[src/hdl/hsbc_pkg.sv]
`default_nettype none
package hsbc_pkg;

  localparam int unsigned FRAME_BITS = 22;
  localparam int unsigned CHIP_BITS  = 2 * FRAME_BITS;

  localparam logic REQ_ENCODE = 1'b0;
  localparam logic REQ_DECODE = 1'b1;

  localparam logic [1:0] STAT_CLEAN     = 2'd0;
  localparam logic [1:0] STAT_CORRECTED = 2'd1;
  localparam logic [1:0] STAT_DOUBLE    = 2'd2;

  localparam logic [15:0] LO_BYTE_MASK = 16'h00ff;
  localparam logic [15:0] HI_BYTE_MASK = 16'hff00;
  localparam logic [3:0]  NIB_MASK     = 4'hf;

  typedef struct packed {
    logic        req_type;
    logic [7:0]  data_byte;
    logic [15:0] error_mask;
    logic [15:0] received_word;
  } req_t;

  typedef struct packed {
    logic [15:0]          code_word;
    logic [CHIP_BITS-1:0] chip_frame;
    logic [7:0]           decoded_byte;
    logic [1:0]           decode_status;
  } res_t;

  typedef struct packed {
    logic [3:0] nib;
    logic [1:0] status;
  } nib_dec_t;

  // code byte, bit 0 up: p0 h0 h1 h2 d0 d1 d2 d3
  function automatic logic [7:0] nibble_encode(input logic [3:0] n);
    logic [7:0] body;
    begin
      body[0] = 1'b0;
      body[1] = n[0] ^ n[1] ^ n[2];
      body[2] = n[0] ^ n[1] ^ n[3];
      body[3] = n[0] ^ n[2] ^ n[3];
      body[7:4] = n;
      body[0] = ^body;
      return body;
    end
  endfunction

  function automatic nib_dec_t byte_decode(input logic [7:0] b);
    logic [2:0] syn;
    logic       overall;
    logic [3:0] d;
    nib_dec_t   r;
    begin
      d = b[7:4];
      overall = ^b;
      syn[0] = b[4] ^ b[5] ^ b[6] ^ b[1];
      syn[1] = b[4] ^ b[5] ^ b[7] ^ b[2];
      syn[2] = b[4] ^ b[6] ^ b[7] ^ b[3];
      unique case (syn)
        3'd3: d[1] = ~d[1];
        3'd5: d[2] = ~d[2];
        3'd6: d[3] = ~d[3];
        3'd7: d[0] = ~d[0];
        default: d = d;
      endcase
      if ((syn != 3'd0) && !overall) begin
        r.nib = 4'd0;
        r.status = STAT_DOUBLE;
      end else begin
        r.nib = d & NIB_MASK;
        r.status = ((syn != 3'd0) || overall) ? STAT_CORRECTED : STAT_CLEAN;
      end
      return r;
    end
  endfunction

endpackage
`default_nettype wire

[src/hdl/hsbc_core.sv]
`default_nettype none
module hsbc_core (
  input  wire hsbc_pkg::req_t req,
  output hsbc_pkg::res_t      res
);

  logic [15:0]                         word;
  logic [hsbc_pkg::FRAME_BITS-1:0]     frame;
  logic [hsbc_pkg::CHIP_BITS-1:0]      chips;
  hsbc_pkg::nib_dec_t                  dec_lo;
  hsbc_pkg::nib_dec_t                  dec_hi;
  logic [15:0]                         rw_lo;
  logic [15:0]                         rw_hi;

  always_comb begin
    word = {hsbc_pkg::nibble_encode(req.data_byte[3:0]),
            hsbc_pkg::nibble_encode(req.data_byte[7:4])} ^ req.error_mask;
    // start 1,1 / code byte / stop 0, twice
    frame = {1'b0, word[15:8], 2'b11, 1'b0, word[7:0], 2'b11};
    for (int k = 0; k < hsbc_pkg::FRAME_BITS; k++) begin
      chips[2*k]   = ~frame[k];
      chips[2*k+1] = frame[k];
    end
  end

  assign rw_lo  = req.received_word & hsbc_pkg::LO_BYTE_MASK;
  assign rw_hi  = req.received_word & hsbc_pkg::HI_BYTE_MASK;
  assign dec_lo = hsbc_pkg::byte_decode(rw_lo[7:0]);
  assign dec_hi = hsbc_pkg::byte_decode(rw_hi[15:8]);

  always_comb begin
    res = '0;
    if (req.req_type == hsbc_pkg::REQ_ENCODE) begin
      res.code_word  = word;
      res.chip_frame = chips;
    end else if ((dec_lo.status == hsbc_pkg::STAT_DOUBLE) ||
                 (dec_hi.status == hsbc_pkg::STAT_DOUBLE)) begin
      res.decode_status = hsbc_pkg::STAT_DOUBLE;
    end else begin
      res.decoded_byte  = {dec_lo.nib, dec_hi.nib};
      res.decode_status = ((dec_lo.status != hsbc_pkg::STAT_CLEAN) ||
                           (dec_hi.status != hsbc_pkg::STAT_CLEAN)) ?
                          hsbc_pkg::STAT_CORRECTED : hsbc_pkg::STAT_CLEAN;
    end
  end

endmodule
`default_nettype wire

[src/hdl/hamming_secded_byte_codec.sv]
`default_nettype none
// Each beat is taken into the input reg; its result then goes into the result reg.
// Throughput: one beat per cycle unless out_ready stalls; single-pass XOR between the regs.
// out_valid may sit stalled while one more beat is taken into the input register.
// Reset (rst_n low, synchronous) clears both valid flags; payload registers are not reset.
module hamming_secded_byte_codec (
  input  wire                           clk,
  input  wire                           rst_n,
  input  wire                           in_valid,
  output logic                          in_ready,
  input  wire                           in_req_type,
  input  wire  [7:0]                    in_data_byte,
  input  wire  [15:0]                   in_error_mask,
  input  wire  [15:0]                   in_received_word,
  output logic                          out_valid,
  input  wire                           out_ready,
  output logic [15:0]                   out_code_word,
  output logic [hsbc_pkg::CHIP_BITS-1:0] out_chip_frame,
  output logic [7:0]                    out_decoded_byte,
  output logic [1:0]                    out_decode_status
);

  hsbc_pkg::req_t req_r;
  hsbc_pkg::res_t res_r;
  hsbc_pkg::res_t res_nxt;
  logic           req_vld_r;
  logic           res_vld_r;
  logic           res_load;

  assign res_load = !res_vld_r || out_ready;
  assign in_ready = !req_vld_r || res_load;

  hsbc_core u_core (
    .req (req_r),
    .res (res_nxt)
  );

  always_ff @(posedge clk) begin
    if (!rst_n) begin
      req_vld_r <= 1'b0;
      res_vld_r <= 1'b0;
    end else begin
      if (in_ready) begin
        req_vld_r <= in_valid;
      end
      if (res_load) begin
        res_vld_r <= req_vld_r;
      end
    end
  end

  always_ff @(posedge clk) begin
    if (in_ready && in_valid) begin
      req_r.req_type      <= in_req_type;
      req_r.data_byte     <= in_data_byte;
      req_r.error_mask    <= in_error_mask;
      req_r.received_word <= in_received_word;
    end
    if (res_load && req_vld_r) begin
      res_r <= res_nxt;
    end
  end

  assign out_valid         = res_vld_r;
  assign out_code_word     = res_r.code_word;
  assign out_chip_frame    = res_r.chip_frame;
  assign out_decoded_byte  = res_r.decoded_byte;
  assign out_decode_status = res_r.decode_status;

endmodule
`default_nettype wire
[config.mk]
export PLATFORM = sky130hd
export DESIGN_NAME = hamming_secded_byte_codec
export DESIGN_NICKNAME = d
export VERILOG_FILES = /design/src/hdl/hsbc_pkg.sv /design/src/hdl/hsbc_core.sv /design/src/hdl/hamming_secded_byte_codec.sv
export SDC_FILE = /design/constraint.sdc
export NUM_CORES = 1
export LEC_CHECK = 0
export ABC_CLOCK_PERIOD_IN_PS = 6700
export BUFFER_PORTS_ARGS = -buffer_cell sky130_fd_sc_hd__buf_2
export CORE_MARGIN = 2
export CORE_UTILIZATION = 55
export DETAILED_ROUTE_END_ITERATION = 12
export PLACE_DENSITY = 0.85
export SLEW_MARGIN = 20
export SYNTH_ARGS = -nofsm -noshare
export SYNTH_HDL_FRONTEND = slang
export SYNTH_SLANG_ARGS = --single-unit
[constraint.sdc]
create_clock -name clk -period 6.7 [get_ports clk]
set_input_delay 0.335 -clock clk [delete_from_list [all_inputs] [get_ports clk]]
set_output_delay 0.335 -clock clk [all_outputs]
set_load 0.01 [all_outputs]
* Word level (Yosys, flattened, before mapping) *
Cells that the tools add are included.

storage, ports and cells
  flip-flop bits (word level) = 113
  latch bits = 0
  RAM bits = 0
  bits in read-only memories = 0
  input bits = 45
  output and inout bits = 72
  word-level logic and storage cells = 115
  memories kept = 0

operators by class
  add/subtract/negate cells = 0
  $mul = 0
  div/mod/pow operators = 0
  magnitude comparators = 0
  equality and inequality tests = 10
  shift operators = 0
  muxes and demuxes = 15
  bitwise logic cells = 52
  reductions and logical operators = 25

operator list
  operator              number
  $mux W43              1
  $reduce_xor A8 Y1     4
  $xor A1 B1 Y1         26
  $not A1 Y1            25
  $eq A3 B3 Y1 const B  6
  $xor A16 B16 Y16      1
  $mux W1               11
  $eq A3 B2 Y1 const B  2
  $logic_or A1 B1 Y1    6
  $mux W2               3
  $reduce_bool A3 Y1    2
  $reduce_or A3 Y1      2
  $eq A2 B2 Y1 const B  2
  $logic_and A1 B1 Y1   4
  $logic_not A1 Y1      4
  $reduce_bool A2 Y1    2
  $reduce_or A2 Y1      1

* Logic depth before layout (Yosys ltp) *
Gate-level depths: netlist of the first run.

  depth in word-level cells = 11
  depth in mapped cells = 7
  gate-level depth less buffers = 5

* Modules after synthesis *
A second synthesis of the first run with hierarchy kept.

second synthesis, totals
  cell total of the unflattened synthesis = 277
  area total of the unflattened synthesis = 4664.5 um2

by module, submodules not included
  module                     times used  cells an instance  area each (um2)  sequential area each (um2)
  hamming_secded_byte_codec  1           120                3437.0           3373.2
  hsbc_core                  1           157                1227.4           0.0

* Worst setup path before layout of the first run *
No wires, ideal clock.

  path type = reg-to-reg
  start point = register res_vld_r, in the netlist out_valid
  end point = register res_r (netlist bit out_chip_frame[10]), enable pin
  library setup time = 449 ps
  data arrival time = 2428 ps
  data required time = 6251 ps
  slack = 3824 ps
  stages on the path, launching flop included = 3
  path buffers = 0
  period minus slack after synthesis = 2876 ps
  path through = dfxtp_1 nor2b_1 nor2b_1

on the way
  cells in the longest elaborated chain, start to end = 3

ends and longest elaborated chain
  item                      line                             text
  start: declaration        hamming_secded_byte_codec.sv:27  logic res_vld_r;
  start signal: assignment  hamming_secded_byte_codec.sv:47  res_vld_r <= req_vld_r;
  $logic_not A1 Y1          hamming_secded_byte_codec.sv:30  assign res_load = !res_vld_r || out_ready;
  $logic_or A1 B1 Y1        hamming_secded_byte_codec.sv:30
  $logic_and A1 B1 Y1       hamming_secded_byte_codec.sv:59  if (res_load && req_vld_r) begin
  end signal: assignment    hamming_secded_byte_codec.sv:60  res_r <= res_nxt;
  end: declaration          hamming_secded_byte_codec.sv:24  hsbc_pkg::res_t res_r;

No other way between the ends.
A chain may end at the register's enable or synchronous reset.

* Final worst setup path of the first run *
  start point = register req_r[14] (netlist bit)
  end point = register res_r (netlist bit out_decoded_byte[1]), data pin

on the way
  cells in the longest elaborated chain, start to end = 10
  elaborated cells between the ends (all ways) = 17
  those cells by class = 2 x eq/ne; 3 x mux; 5 x bitwise; 7 x reduce/logical

ends and longest elaborated chain
  item                        line                             text
  start: declaration          hamming_secded_byte_codec.sv:23  hsbc_pkg::req_t req_r;
  $xor A1 B1 Y1 (3 in a row)  hsbc_pkg.sv:61                   syn[2] = b[4] ^ b[6] ^ b[7] ^ b[3];
  $reduce_bool A3 Y1          hsbc_pkg.sv:69, hsbc_pkg.sv:74
  $logic_or A1 B1 Y1          hsbc_pkg.sv:74                   r.status = ((syn != 3'd0) || overall) ? STAT_CORRECTED : STAT_CLEAN;
  $mux W1                     hsbc_pkg.sv:74
  $mux W2                     hsbc_pkg.sv:69                   if ((syn != 3'd0) && !overall) begin
  $eq A2 B2 Y1                hsbc_core.sv:37                  (dec_hi.status == hsbc_pkg::STAT_DOUBLE)) begin
  $logic_or A1 B1 Y1          hsbc_core.sv:36                  end else if ((dec_lo.status == hsbc_pkg::STAT_DOUBLE) ||
  $reduce_or A3 Y1 (no line)  -

Parallel ways exist; a longest one is shown, timed or not.

==> results of run 1 <==
## routing by layer
layer | up-vias | share of wire | track usage
li1 | 1104 | - | -
met1 | 998 | 0.39 | 0.179
met2 | 86 | 0.53 | 0.275
met3 | 13 | 0.055 | 0.0474
met4 | 0 | 0.024 | 0.0853
met5 | - | 0 | 0
## cell families after synthesis
kind of cell	after synthesis	share of synthesized area
AND/OR/NAND/NOR	71	0.100
other	1	0.000979
flip-flops	86	0.669
XOR/XNOR	54	0.127
buffers and inverters	36	0.0634
AO/OA/AOI/OAI	22	0.0392
## registers in the layout (all words and copies together), names as in the netlist
signal             count
out_chip_frame        17
out_valid              1
out_decode_status      2
req_r                 41
req_vld_r              1
out_decoded_byte       8
out_code_word         16
## area by class of cell
cell class,instances,area (um2),area share
flip-flops and latches,86,2560,0.574
multi-input cells,153,1050,0.236
repair buffers,111,571,0.128
clock buffers,10,128,0.0286
well taps,80,100,0.0224
clock inverters,6,51.3,0.0115
inverters,1,3.75,0.000840
## cell usage after synthesis (2+ instances only)
cell	count	area, um2
sky130_fd_sc_hd__clkbuf_2	2	10.0
sky130_fd_sc_hd__nand3_1	5	25.0
sky130_fd_sc_hd__and2_1	17	106
sky130_fd_sc_hd__nor2b_1	3	18.8
sky130_fd_sc_hd__buf_4	27	203
sky130_fd_sc_hd__buf_2	3	15.0
sky130_fd_sc_hd__clkbuf_1	2	7.51
sky130_fd_sc_hd__nor2_1	30	113
sky130_fd_sc_hd__xor2_1	8	70.1
sky130_fd_sc_hd__a211oi_1	2	15.0
sky130_fd_sc_hd__a21boi_0	2	15.0
sky130_fd_sc_hd__xnor2_1	44	385
sky130_fd_sc_hd__a21oi_1	6	30.0
sky130_fd_sc_hd__a31oi_1	6	37.5
sky130_fd_sc_hd__dfxtp_1	2	40.0
sky130_fd_sc_hd__or3_1	2	12.5
sky130_fd_sc_hd__o22ai_1	3	18.8
sky130_fd_sc_hd__nor4_1	2	12.5
sky130_fd_sc_hd__nand2_1	5	18.8
sky130_fd_sc_hd__nor3_1	2	10.0
sky130_fd_sc_hd__edfxtp_1	84	2520
sky130_fd_sc_hd__nor3b_1	2	15.0
## worst max-delay path by stage
stage | slack [ns] | end | from | depth (start not counted)
global placement | 4.44 | out_decoded_byte[1]$_SDFFCE_PP0P_ | req_r[14]$_DFFE_PP_ | 5
global route | 4.07 | out_decoded_byte[1]$_SDFFCE_PP0P_ | req_r[14]$_DFFE_PP_ | 5
finish | 4.29 | out_decoded_byte[1]$_SDFFCE_PP0P_ | req_r[14]$_DFFE_PP_ | 5
floorplan | 3.82 | out_chip_frame[10]$_SDFFCE_PP0P_ | out_valid$_SDFFE_PN0P_ | 2
detailed placement | 4.33 | out_decoded_byte[1]$_SDFFCE_PP0P_ | req_r[14]$_DFFE_PP_ | 5
CTS | 4.30 | out_decoded_byte[1]$_SDFFCE_PP0P_ | req_r[14]$_DFFE_PP_ | 5
## critical path, stage by stage, from the launching register on
cell	delay, ns
sky130_fd_sc_hd__edfxtp_1	0.49
sky130_fd_sc_hd__xor2_1	0.22
sky130_fd_sc_hd__xnor2_1	0.73
sky130_fd_sc_hd__or4b_4	0.28
sky130_fd_sc_hd__nand4_4	0.16
sky130_fd_sc_hd__nor4_1	0.35
## cells in the final DEF, fill, tap and decap left out, drive strengths merged, types with 3 or more instances in the layout
cell type,instances
buf,111
edfxtp,84
xnor2,45
nor2,30
and2,17
clkbuf,10
xor2,9
a31oi,6
a21oi,6
conb,6
nand2,5
nand3,5
inv,5
o22ai,3
nor2b,3
## metrics by stage
stage | cell area, um2 | power (uW) | instances | utilization | worst slack, ns
final | 4470 | 1160 | 447 | 0.661 | 4.29
after global routing | 4470 | 1220 | 447 | 0.661 | 4.07
after CTS | 4450 | 1170 | 446 | 0.658 | 4.30
after detailed placement | 4270 | 845 | 430 | 0.632 | 4.33
after global placement | 4270 | 837 | 430 | 0.632 | 4.44
after floorplan | 3850 | 802 | 275 | - | 3.82
## power breakdown
part | switching [uW] | internal [uW] | total, uW
logic | 96.8 | 81.2 | 178
registers | 20.9 | 634 | 655
clock network | 191 | 141 | 331
total | 308 | 856 | 1160
==> metrics.log, run 1 <==
[metrics] Final Hold Slack: roughly 0.14 ns
[metrics] mean area per synthesized cell: around 14 um2
[metrics] pin count of the biggest net entering global routing: 44
[metrics] final net count: between 400 and 500
[metrics] Ports: roughly 120
[metrics] Slew Limit Fails: 0
[metrics] WHS Path Cells: 1
[metrics] number of flops mapped to enable cells by yosys: 84
[metrics] TritonCTS clock tree: built
[metrics] startpoint type of the worst setup path: flip-flop
[metrics] final estimated routing congestion in global placement: just under 0.8
[metrics] die area: around 7600 um2
[metrics] fraction of layout instances using a drive strength above 1: 0.365
[metrics] number of antenna violations at the first check in global routing: 0
[metrics] signed area change from the synthesized netlist to the final layout: 16.7%
[metrics] cell area after technology mapping: approximately 3800 um2
[metrics] hold-critical path endpoint: req_r[19]$_DFFE_PP_
[metrics] quantity of hold-fixing buffers added after cts: 0
[metrics] Antenna Nets Post-Route: 0
[metrics] via count of the first global-routing pass: 1979
[metrics] number of antenna diodes: 0
[metrics] fmax: about 410 MHz
[metrics] startpoint of the worst register-to-register path: req_r[14]$_DFFE_PP_
[metrics] Die Ht: 87.4 um
[metrics] RSZ-0062 raised after global routing: no
[metrics] Lkg Pwr: ~0.0017 uW
[metrics] launch instance of the worst min-delay path: in_error_mask[3]
[metrics] number of port buffers: 110
[metrics] Slew headroom: 0.405
[metrics] sort of element at the end of the critical path: flip-flop
[metrics] skew final: slightly above 0.009 ns
[metrics] wire length per cell after detailed routing: between 10 and 15 um
[metrics] max-capacitance violation count: 0
[metrics] run status: complete, no violations
[metrics] post-detailed-route DRC marker count: 0
[metrics] Final Cycle Share: 0.360
[metrics] sequential fraction of the synthesis area: 0.669
[metrics] PostCTS Resize Cnt: 0
[metrics] Synth cell types: 33
[metrics] worst min-delay path category: in2reg
[metrics] minimum period implied by the final worst setup slack: between 2 and 2.5 ns
[metrics] detailed-route vias per instance: 4.92
[metrics] detailed router's first-iteration violation count: between 90 and 100
[metrics] number of cells traversed by the worst register-to-register path: 5
[metrics] number of detailed-routing iterations run before antenna repair: 4
[metrics] register-to-register path setup slack: 4.29 ns
[metrics] global-route wire length before repair: between 9000 and 10000 um
[metrics] Num Clock Sinks: 86
[metrics] latest clock arrival within the worst-skew pair: 0.36 ns
[metrics] DIE WIDTH: between 80 and 90 um
[metrics] actual transition at the worst max-transition pin: approximately 0.9 ns
[metrics] signal arrival time at the worst endpoint: between 2 and 3 ns
[metrics] gate count of the mapped netlist: between 200 and 300
[metrics] peak supply drop: ~0.00017 V
[metrics] final routed wirelength across all metal layers: 5970 um
[metrics] cell area power density: 261 nW/um2
[metrics] final setup violating endpoints: 0
[metrics] Initial Util: 0.567
[metrics] Final Hold Vio Count: 0
[metrics] number of placement rows: 30
[metrics] number of buffers inserted by post-CTS setup repair: 0
[metrics] post-synthesis async set-or-reset flop share: 0
[metrics] top flip-flop cell by instance count after synthesis: sky130_fd_sc_hd__edfxtp_1
[metrics] gr ovfl total: 0
[metrics] post-detail-place hpwl: between 4000 and 5000 um
[metrics] H-Tree Depth: 3
[metrics] DR vias: about 2200
[metrics] largest fanout of any net on the critical path: 11
[metrics] master cell of the clock root buffer: sky130_fd_sc_hd__clkbuf_8
[metrics] TritonCTS buffer count: 9
[metrics] count of fill cells added during filler insertion: 479
[metrics] Critical Setup Path Class: reg2reg
[metrics] total negative slack for setup checks: 0 ns
[metrics] core area: approximately 6800 um2
[metrics] global routing usage summed across all routing layers: 0.160
[metrics] Clock Tree Buf Depth: 2
[metrics] data required time of the worst path: a little under 7 ns
[metrics] post-synthesis sequential element count: 86
[metrics] YS warnings: 0
[metrics] post-CTS clock slew at the launch and capture registers of the worst setup and hold paths: 0.09 ns
[metrics] terminus of the critical flop-to-flop path: out_decoded_byte[1]$_SDFFCE_PP0P_
(Power assumes the default switching activity.)
==> run 2, diff against run 1 <==
ABC_AREA = 1   (was not set)
ABC_CLOCK_PERIOD_IN_PS = 2400   (was 6700)
CORE_UTILIZATION = 52   (was 55)
PLACE_DENSITY = 0.8   (was 0.85)
clock period = 2.4 ns   (was 6.7 ns; I/O delays follow)
==> run 2 against run 1 <==
  * Sequential share of layout area decreased by 8.7 points
  * Via count up 33%
  * Register-to-register slack got worse by 3.7 ns
  * Cell count rose by 43%
  * Die area grew 14%
  * Setup slack lost 3.7 ns
  * Critical path type unchanged
  * Global-route usage up 3.2 points
  * Critical path depth increased by 5
  * Core utilization up 2.0 points
  * First-iteration DRC count grew 45%
==> metrics.log, run 2 <==
[metrics] run status: complete, no violations (unchanged)
[metrics] startpoint type of the worst setup path: flip-flop (unchanged)
[metrics] met2 capacity usage during global routing: 0.355 (was 0.275)
[metrics] post-detail-place hpwl: 5160 um (was 4280 um)
[metrics] Die Ht: 93.2 um (was 87.4 um)
[metrics] top-area cell type share of the netlist area: 0.610 (was 0.659)
[metrics] latest clock arrival within the worst-skew pair: 0.35 ns (was 0.36 ns)
[metrics] wire length per cell after detailed routing: 12.6 um (was 13.3 um)
[metrics] number of placement rows: 32 (was 30)
[metrics] main area contributors after synthesis: sky130_fd_sc_hd__edfxtp_1, sky130_fd_sc_hd__nand2_1, sky130_fd_sc_hd__buf_4, sky130_fd_sc_hd__nor2_1, sky130_fd_sc_hd__inv_1 (was sky130_fd_sc_hd__edfxtp_1, sky130_fd_sc_hd__xnor2_1, sky130_fd_sc_hd__buf_4, sky130_fd_sc_hd__nor2_1, sky130_fd_sc_hd__and2_1)
[metrics] final routed wirelength across all metal layers: 8030 um (was 5970 um)
[metrics] DIE WIDTH: 93.2 um (was 87.4 um)
[metrics] max-capacitance violation count: 0 (unchanged)
[metrics] number of antenna diodes: 0 (unchanged)
[metrics] register containing the most flip-flops in the final layout: req_r (unchanged)
[metrics] peak supply drop: 0.000380 V (was 0.000167 V)
[metrics] global routing usage summed across all routing layers: 0.192 (was 0.160)
[metrics] post-synthesis async set-or-reset flop share: 0 (unchanged)
[metrics] master cell of the clock root buffer: sky130_fd_sc_hd__clkbuf_8 (unchanged)
[metrics] core area: 7730 um2 (was 6760 um2)
[metrics] final setup violating endpoints: 0 (unchanged)
[metrics] via count of the first global-routing pass: 2782 (was 1979)
[metrics] post-CTS clock slew at the launch and capture registers of the worst setup and hold paths: 0.09 ns (about the same)
[metrics] Ports: 117 (unchanged)
[metrics] most frequently used cell type in the post-synthesis netlist: sky130_fd_sc_hd__nand2_1 (was sky130_fd_sc_hd__edfxtp_1)
[metrics] largest fanout of any net on the critical path: 9 (was 11)
[metrics] top flip-flop cell by instance count after synthesis: sky130_fd_sc_hd__edfxtp_1 (unchanged)
[metrics] Synth cell types: 20 (was 33)
[metrics] total placed cells including tap cells: 581 (was 430)
[metrics] Critical Setup Path Class: reg2reg (unchanged)
[metrics] Slew Limit Fails: 0 (unchanged)
[metrics] gate count of the mapped netlist: 396 (was 270)
[metrics] final estimated routing congestion in global placement: 0.806 (was 0.791)
[metrics] signed area change from the synthesized netlist to the final layout: 27.3% (was 16.7%)
[metrics] peak-usage layer in the global routing report: met2 (unchanged)
[metrics] Final Hold Slack: 0.0437 ns (was 0.143 ns)
[metrics] TritonCTS buffer count: 9 (unchanged)
[metrics] post-detailed-route DRC marker count: 0 (unchanged)
[metrics] Lkg Pwr: 0.00244 uW (was 0.00171 uW)
[metrics] DR vias: 2919 (was 2201)
[metrics] worst min-delay path category: in2reg (unchanged)
[metrics] global-route wire length before repair: 12700 um (was 9010 um)
[metrics] number of standard cells in the layout, taps in and fillers out: 639 (was 447)
[metrics] post-place setup slack: 0.555 ns (was 4.33 ns)
[metrics] number of detailed-routing iterations run before antenna repair: 4 (unchanged)
[metrics] die area: 8690 um2 (was 7650 um2)
[metrics] skew final: 0.00845 ns (was 0.00919 ns)
[metrics] pin count of the biggest net entering global routing: 44 (unchanged)
[metrics] number of flip-flops under the largest register name: 41 (unchanged)
[metrics] met1 usage in global routing: 0.214 (was 0.179)
[metrics] RSZ-0062 raised after global routing: no (unchanged)
[metrics] Num Clock Sinks: 86 (unchanged)
[metrics] data required time of the worst path: 2.51 ns (was 6.87 ns)
[metrics] commonest non-fill, non-tap cell in the layout: sky130_fd_sc_hd__buf_2 (unchanged)
[metrics] fraction of layout instances using a drive strength above 1: 0.255 (was 0.365)
[metrics] sequential fraction of the synthesis area: 0.619 (was 0.669)
[metrics] Final Hold Vio Count: 0 (unchanged)
[metrics] PostCTS Resize Cnt: 0 (unchanged)
[metrics] sort of element at the end of the critical path: flip-flop (unchanged)
[metrics] Design Power: 3430 uW (was 1160 uW)
[metrics] cell area power density: 651 nW/um2 (was 261 nW/um2)
[metrics] TritonCTS clock tree: built (unchanged)
[metrics] signal arrival time at the worst endpoint: 1.95 ns (was 2.58 ns)
[metrics] minimum period implied by the final worst setup slack: 1.84 ns (was 2.41 ns)
[metrics] Initial Util: 0.535 (was 0.567)
[metrics] number of flops mapped to enable cells by yosys: 84 (unchanged)
[metrics] leading area contributor after synthesis: sky130_fd_sc_hd__edfxtp_1 (unchanged)
[metrics] number of antenna violations at the first check in global routing: 0 (unchanged)
[metrics] final net count: 577 (was 407)
[metrics] total negative slack for setup checks: 0 ns (unchanged)
[metrics] cell area after technology mapping: 4140 um2 (was 3830 um2)
[metrics] Final Cycle Share: 0.768 (was 0.360)
[metrics] YS warnings: 0 (unchanged)
[metrics] actual transition at the worst max-transition pin: 0.558 ns (was 0.887 ns)
[metrics] fmax: 543 MHz (was 415 MHz)
[metrics] mean area per synthesized cell: 10.4 um2 (was 14.2 um2)
[metrics] Antenna Nets Post-Route: 0 (unchanged)
[metrics] met3 Resource Use GR: 0.0330 (was 0.0474)
[metrics] Slew headroom: 0.628 (was 0.405)
[metrics] Commonest cells post-synth: sky130_fd_sc_hd__nand2_1, sky130_fd_sc_hd__edfxtp_1, sky130_fd_sc_hd__nor2_1, sky130_fd_sc_hd__inv_1, sky130_fd_sc_hd__buf_4 (was sky130_fd_sc_hd__edfxtp_1, sky130_fd_sc_hd__xnor2_1, sky130_fd_sc_hd__nor2_1, sky130_fd_sc_hd__buf_4, sky130_fd_sc_hd__and2_1)
[metrics] gr ovfl total: 0 (unchanged)
[metrics] number of port buffers: 110 (unchanged)
[metrics] H-Tree Depth: 3 (unchanged)
[metrics] detailed-route vias per instance: 4.57 (was 4.92)
[metrics] most frequent cells in the layout: sky130_fd_sc_hd__buf_2, sky130_fd_sc_hd__nand2_1, sky130_fd_sc_hd__edfxtp_1 (was sky130_fd_sc_hd__buf_2, sky130_fd_sc_hd__edfxtp_1, sky130_fd_sc_hd__xnor2_1)
[metrics] detailed router's first-iteration violation count: 135 (was 93)
[metrics] post-synthesis sequential element count: 86 (unchanged)
[metrics] Clock Tree Buf Depth: 2 (unchanged)
[metrics] crit path setup slack, layout: 0.558 ns (was 4.29 ns)
==> run 2: cell count changes after synthesis, sizes merged, moves of 6 or more <==
cell / delta
a31oi: -6
and2: -15
inv: +48
nand2: +98
nand3: +8
nor2: +23
xnor2: -25
xor2: +13
==> run 2: where the power goes <==
part	internal (uW)	switching [uW]
sequential	1770	60.2
clock	493	536
combinational	243	327
==> run 2: layout make-up <==
| cell class | count | area (um2) |
|---|---|---|
| Clock inverter | 7 | 80.1 |
| Tap cell | 102 | 128 |
| Multi-Input combinational cell | 231 | 1180 |
| Inverter | 49 | 184 |
| Timing Repair Buffer | 155 | 1010 |
| Clock buffer | 9 | 124 |
| Fill cell | 577 | 2460 |
| Sequential cell | 86 | 2560 |
==> run 2: worst paths after layout <==
kind	slack [ns]	end	from	cells past startpoint
worst min register to register	0.53	out_valid$_SDFFE_PN0P_	out_valid$_SDFFE_PN0P_	2
worst max register to register	0.56	out_decoded_byte[4]$_SDFFCE_PP0P_	req_r[12]$_DFFE_PP_	10
worst min-delay path	0.04	req_vld_r$_SDFFE_PN0N_	in_valid	3
worst max-delay path	0.56	out_decoded_byte[4]$_SDFFCE_PP0P_	req_r[12]$_DFFE_PP_	10
==> run 2: metal layers <==
layer	wire length (um)	vias up
li1	-	1487
met1	3120	1320
met2	4310	88
met3	344	24
met4	251	0
met5	0	-
==> run 2: logic make-up after synthesis <==
| group | share of synthesized area |
|---|---|
| flip-flops | 0.619 |
| buffers and inverters | 0.102 |
| XOR/XNOR | 0.0980 |
| AND/OR/NAND/NOR | 0.170 |
| other | 0.000906 |
| AO/OA/AOI/OAI | 0.00968 |
==> run 2: per-stage QoR <==
stage | util | cell area [um2]
after floorplan | - | 4160
after global placement | 0.601 | 4640
after detailed placement | 0.601 | 4640
after CTS | 0.682 | 5270
after global routing | 0.682 | 5270
final | 0.682 | 5270
==> run 2: worst max-delay path: stages (launching register included) <==
cell and delay, ns:
sky130_fd_sc_hd__edfxtp_1 0.48, sky130_fd_sc_hd__inv_1 0.17, sky130_fd_sc_hd__nand2_1 0.06, sky130_fd_sc_hd__nand2_1 0.15, sky130_fd_sc_hd__nand2_1 0.07, sky130_fd_sc_hd__nand2_1 0.11
sky130_fd_sc_hd__nor2_1 0.06, sky130_fd_sc_hd__nor2_1 0.16, sky130_fd_sc_hd__nand2_1 0.14, sky130_fd_sc_hd__nand3_4 0.16, sky130_fd_sc_hd__nor2_1 0.07
==> run 2: repair_timing <==
| item | in CTS | in global routing |
|---|---|---|
| hold buffers | 42 | 0 |
| hold endpoints to repair | 43 | 0 |
| setup buffers | 0 | 0 |
==> run 3, diff against run 2 <==
ABC_CLOCK_PERIOD_IN_PS = 1900   (was 2400)
clock period = 1.9 ns   (was 2.4 ns; I/O delays follow)
==> run 3 against run 2 <==
  * Die area unchanged
  * Clock skew about the same
  * Cell count up 1.3%
  * First-iteration DRC count up 24%
  * Fmax up 6.5%
  * Wire length down 0.20%
  * Setup slack worse by 0.39 ns
  * Total power up 31%
  * Hold slack worse by 0.023 ns
  * Clock power up 41%
  * Sequential power up 26%
  * Design area up 1.4%
  * Critical endpoint is now out_decoded_byte[5]$_SDFFCE_PP0P_
  * Largest cell class unchanged
  * Highest routed layer unchanged
==> metrics.log, run 3 (synthesized netlist as in run 2, its figures left out) <==
[metrics] run status: complete, no violations (unchanged)
[metrics] skew final: 0.00850 ns (was 0.00845 ns)
[metrics] Initial Util: 0.535 (unchanged)
[metrics] number of placement rows: 32 (unchanged)
[metrics] H-Tree Depth: 3 (unchanged)
[metrics] worst setup path startpoint: req_r[5]$_DFFE_PP_ (was req_r[12]$_DFFE_PP_)
[metrics] worst min-delay path category: in2reg (unchanged)
[metrics] die area: 8690 um2 (unchanged)
[metrics] max-capacitance violation count: 0 (unchanged)
[metrics] fraction of layout instances using a drive strength above 1: 0.273 (was 0.255)
[metrics] Die Ht: 93.2 um (unchanged)
[metrics] startpoint of the worst register-to-register path: req_r[5]$_DFFE_PP_ (was req_r[12]$_DFFE_PP_)
[metrics] met1 usage in global routing: 0.227 (was 0.214)
[metrics] peak-usage layer in the global routing report: met2 (unchanged)
[metrics] data required time of the worst path: 2.01 ns (was 2.51 ns)
[metrics] area after detailed placement: 4650 um2 (was 4640 um2)
[metrics] signal arrival time at the worst endpoint: 1.84 ns (was 1.95 ns)
[metrics] post-detail-place hpwl: 5520 um (was 5160 um)
[metrics] latest clock arrival within the worst-skew pair: 0.35 ns (about the same)
[metrics] number of port buffers: 110 (unchanged)
[metrics] met2 capacity usage during global routing: 0.353 (was 0.355)
[metrics] Final Hold Vio Count: 0 (unchanged)
[metrics] register-to-register path setup slack: 0.17 ns (was 0.56 ns)
[metrics] final estimated routing congestion in global placement: 0.824 (was 0.806)
[metrics] Ports: 117 (unchanged)
[metrics] wire length per cell after detailed routing: 12.4 um (was 12.6 um)
[metrics] gr ovfl total: 0 (unchanged)
[metrics] TritonCTS buffer count: 9 (unchanged)
[metrics] master cell of the clock root buffer: sky130_fd_sc_hd__clkbuf_8 (unchanged)
[metrics] largest fanout of any net on the critical path: 9 (unchanged)
[metrics] met3 Resource Use GR: 0.0266 (was 0.0330)
[metrics] global-route wire length before repair: 13000 um (was 12700 um)
[metrics] number of antenna diodes: 0 (unchanged)
[metrics] TritonCTS clock tree: built (unchanged)
[metrics] final routed wirelength across all metal layers: 8020 um (was 8030 um)
[metrics] via count of the first global-routing pass: 2911 (was 2782)
[metrics] pin count of the biggest net entering global routing: 30 (was 44)
[metrics] number of flip-flops under the largest register name: 41 (unchanged)
[metrics] peak supply drop: 0.000499 V (was 0.000380 V)
[metrics] global routing usage summed across all routing layers: 0.196 (was 0.192)
[metrics] Antenna Nets Post-Route: 0 (unchanged)
[metrics] post-detailed-route DRC marker count: 0 (unchanged)
[metrics] most frequent cells in the layout: sky130_fd_sc_hd__buf_2, sky130_fd_sc_hd__nand2_1, sky130_fd_sc_hd__edfxtp_1 (unchanged)
[metrics] fmax: 578 MHz (was 543 MHz)
[metrics] cell area power density: 841 nW/um2 (was 651 nW/um2)
[metrics] startpoint type of the worst setup path: flip-flop (unchanged)
[metrics] number of detailed-routing iterations run before antenna repair: 4 (unchanged)
[metrics] crit path setup slack, layout: 0.171 ns (was 0.558 ns)
[metrics] signed area change from the synthesized netlist to the final layout: 29.1% (was 27.3%)
[metrics] register containing the most flip-flops in the final layout: req_r (unchanged)
[metrics] number of cells traversed by the worst register-to-register path: 10 (unchanged)
[metrics] final design area excluding fillers: 5340 um2 (was 5270 um2)
[metrics] sort of element at the end of the critical path: flip-flop (unchanged)
[metrics] Critical Setup Path Class: reg2reg (unchanged)
[metrics] detailed-route vias per instance: 4.61 (was 4.57)
[metrics] minimum period implied by the final worst setup slack: 1.73 ns (was 1.84 ns)
[metrics] final net count: 585 (was 577)
[metrics] Slew Limit Fails: 0 (unchanged)
[metrics] Final Cycle Share: 0.910 (was 0.768)
[metrics] number of antenna violations at the first check in global routing: 0 (unchanged)
[metrics] terminus of the critical flop-to-flop path: out_decoded_byte[5]$_SDFFCE_PP0P_ (was out_decoded_byte[4]$_SDFFCE_PP0P_)
[metrics] final setup violating endpoints: 0 (unchanged)
[metrics] CP endpoint: out_decoded_byte[5]$_SDFFCE_PP0P_ (was out_decoded_byte[4]$_SDFFCE_PP0P_)
[metrics] total placed cells including tap cells: 584 (was 581)
[metrics] Clock Tree Buf Depth: 2 (unchanged)
[metrics] Num Clock Sinks: 86 (unchanged)
[metrics] core area: 7730 um2 (unchanged)
[metrics] number of standard cells in the layout, taps in and fillers out: 647 (was 639)
[metrics] DR vias: 2983 (was 2919)
[metrics] DIE WIDTH: 93.2 um (unchanged)
[metrics] detailed router's first-iteration violation count: 167 (was 135)
[metrics] post-CTS clock slew at the launch and capture registers of the worst setup and hold paths: 0.09 ns (about the same)
[metrics] commonest non-fill, non-tap cell in the layout: sky130_fd_sc_hd__buf_2 (unchanged)
[metrics] Lkg Pwr: 0.00249 uW (was 0.00244 uW)
[metrics] post-place setup slack: 0.0724 ns (was 0.555 ns)
-- run 3: worst min path at each step --
stage / endpoint / cells past startpoint / startpoint / slack, ns
after floorplan: req_r[0]$_DFFE_PP_ / 0 / in_received_word[0] / 0.19
after global placement: req_r[38]$_DFFE_PP_ / 1 / in_data_byte[6] / 0.27
after detailed placement: req_r[21]$_DFFE_PP_ / 1 / in_error_mask[5] / 0.27
after CTS: req_vld_r$_SDFFE_PN0N_ / 3 / in_valid / 0.01
after global routing: req_vld_r$_SDFFE_PN0N_ / 3 / in_valid / 0.02
final: req_vld_r$_SDFFE_PN0N_ / 3 / in_valid / 0.02
-- run 3: layout make-up --
| type | instances | area [um2] |
|---|---|---|
| Clock buffer | 9 | 124 |
| Multi-Input combinational cell | 231 | 1190 |
| Fill cell | 553 | 2390 |
| Sequential cell | 86 | 2560 |
| Timing Repair Buffer | 163 | 1050 |
| Clock inverter | 7 | 103 |
| Tap cell | 102 | 128 |
| Inverter | 49 | 184 |
-- run 3: critical path, stage by stage, from the launching register on --
cell and delay, ns:
sky130_fd_sc_hd__edfxtp_1 0.46, sky130_fd_sc_hd__inv_1 0.14, sky130_fd_sc_hd__nand2_1 0.06, sky130_fd_sc_hd__nand2_1 0.14, sky130_fd_sc_hd__nand2_1 0.07, sky130_fd_sc_hd__nand2_1 0.13
sky130_fd_sc_hd__inv_1 0.10, sky130_fd_sc_hd__nand3_1 0.12, sky130_fd_sc_hd__nand2_2 0.09, sky130_fd_sc_hd__nand3_4 0.12, sky130_fd_sc_hd__nor2_1 0.06
-- run 3: per-layer routing --
| metal | vias to the layer above | wire [um] |
|---|---|---|
| li1 | 1504 | - |
| met3 | 22 | 342 |
| met1 | 1348 | 3170 |
| met4 | 0 | 252 |
| met5 | - | 0 |
| met2 | 109 | 4260 |
-- run 3: metrics by stage --
step	util	hold slack, ns	power, uW	TNS (ns)
2_1_floorplan	-	0.194	2830	0
3_3_place_gp	0.602	0.271	2980	0
3_5_place_dp	0.602	0.273	3010	0
4_1_cts	0.686	0.0128	4490	0
5_1_grt	0.691	0.0234	4690	-0.000129
6_report	0.691	0.0207	4490	0
-- run 3: repair_timing --
| action | 4_1_cts | 5_1_grt |
|---|---|---|
| endpoints found under the hold margin | 43 | 0 |
| hold buffers | 42 | 0 |
| gates resized for setup | 0 | 4 |
| endpoints found under the setup margin | 0 | 9 |
| buffers inserted | 0 | 5 |
-- run 3: power breakdown --
part / switching [uW] / internal, uW / total (uW)
Sequential: 74.8 / 2230 / 2310
Combinational: 424 / 318 / 742
Clock: 688 / 759 / 1450
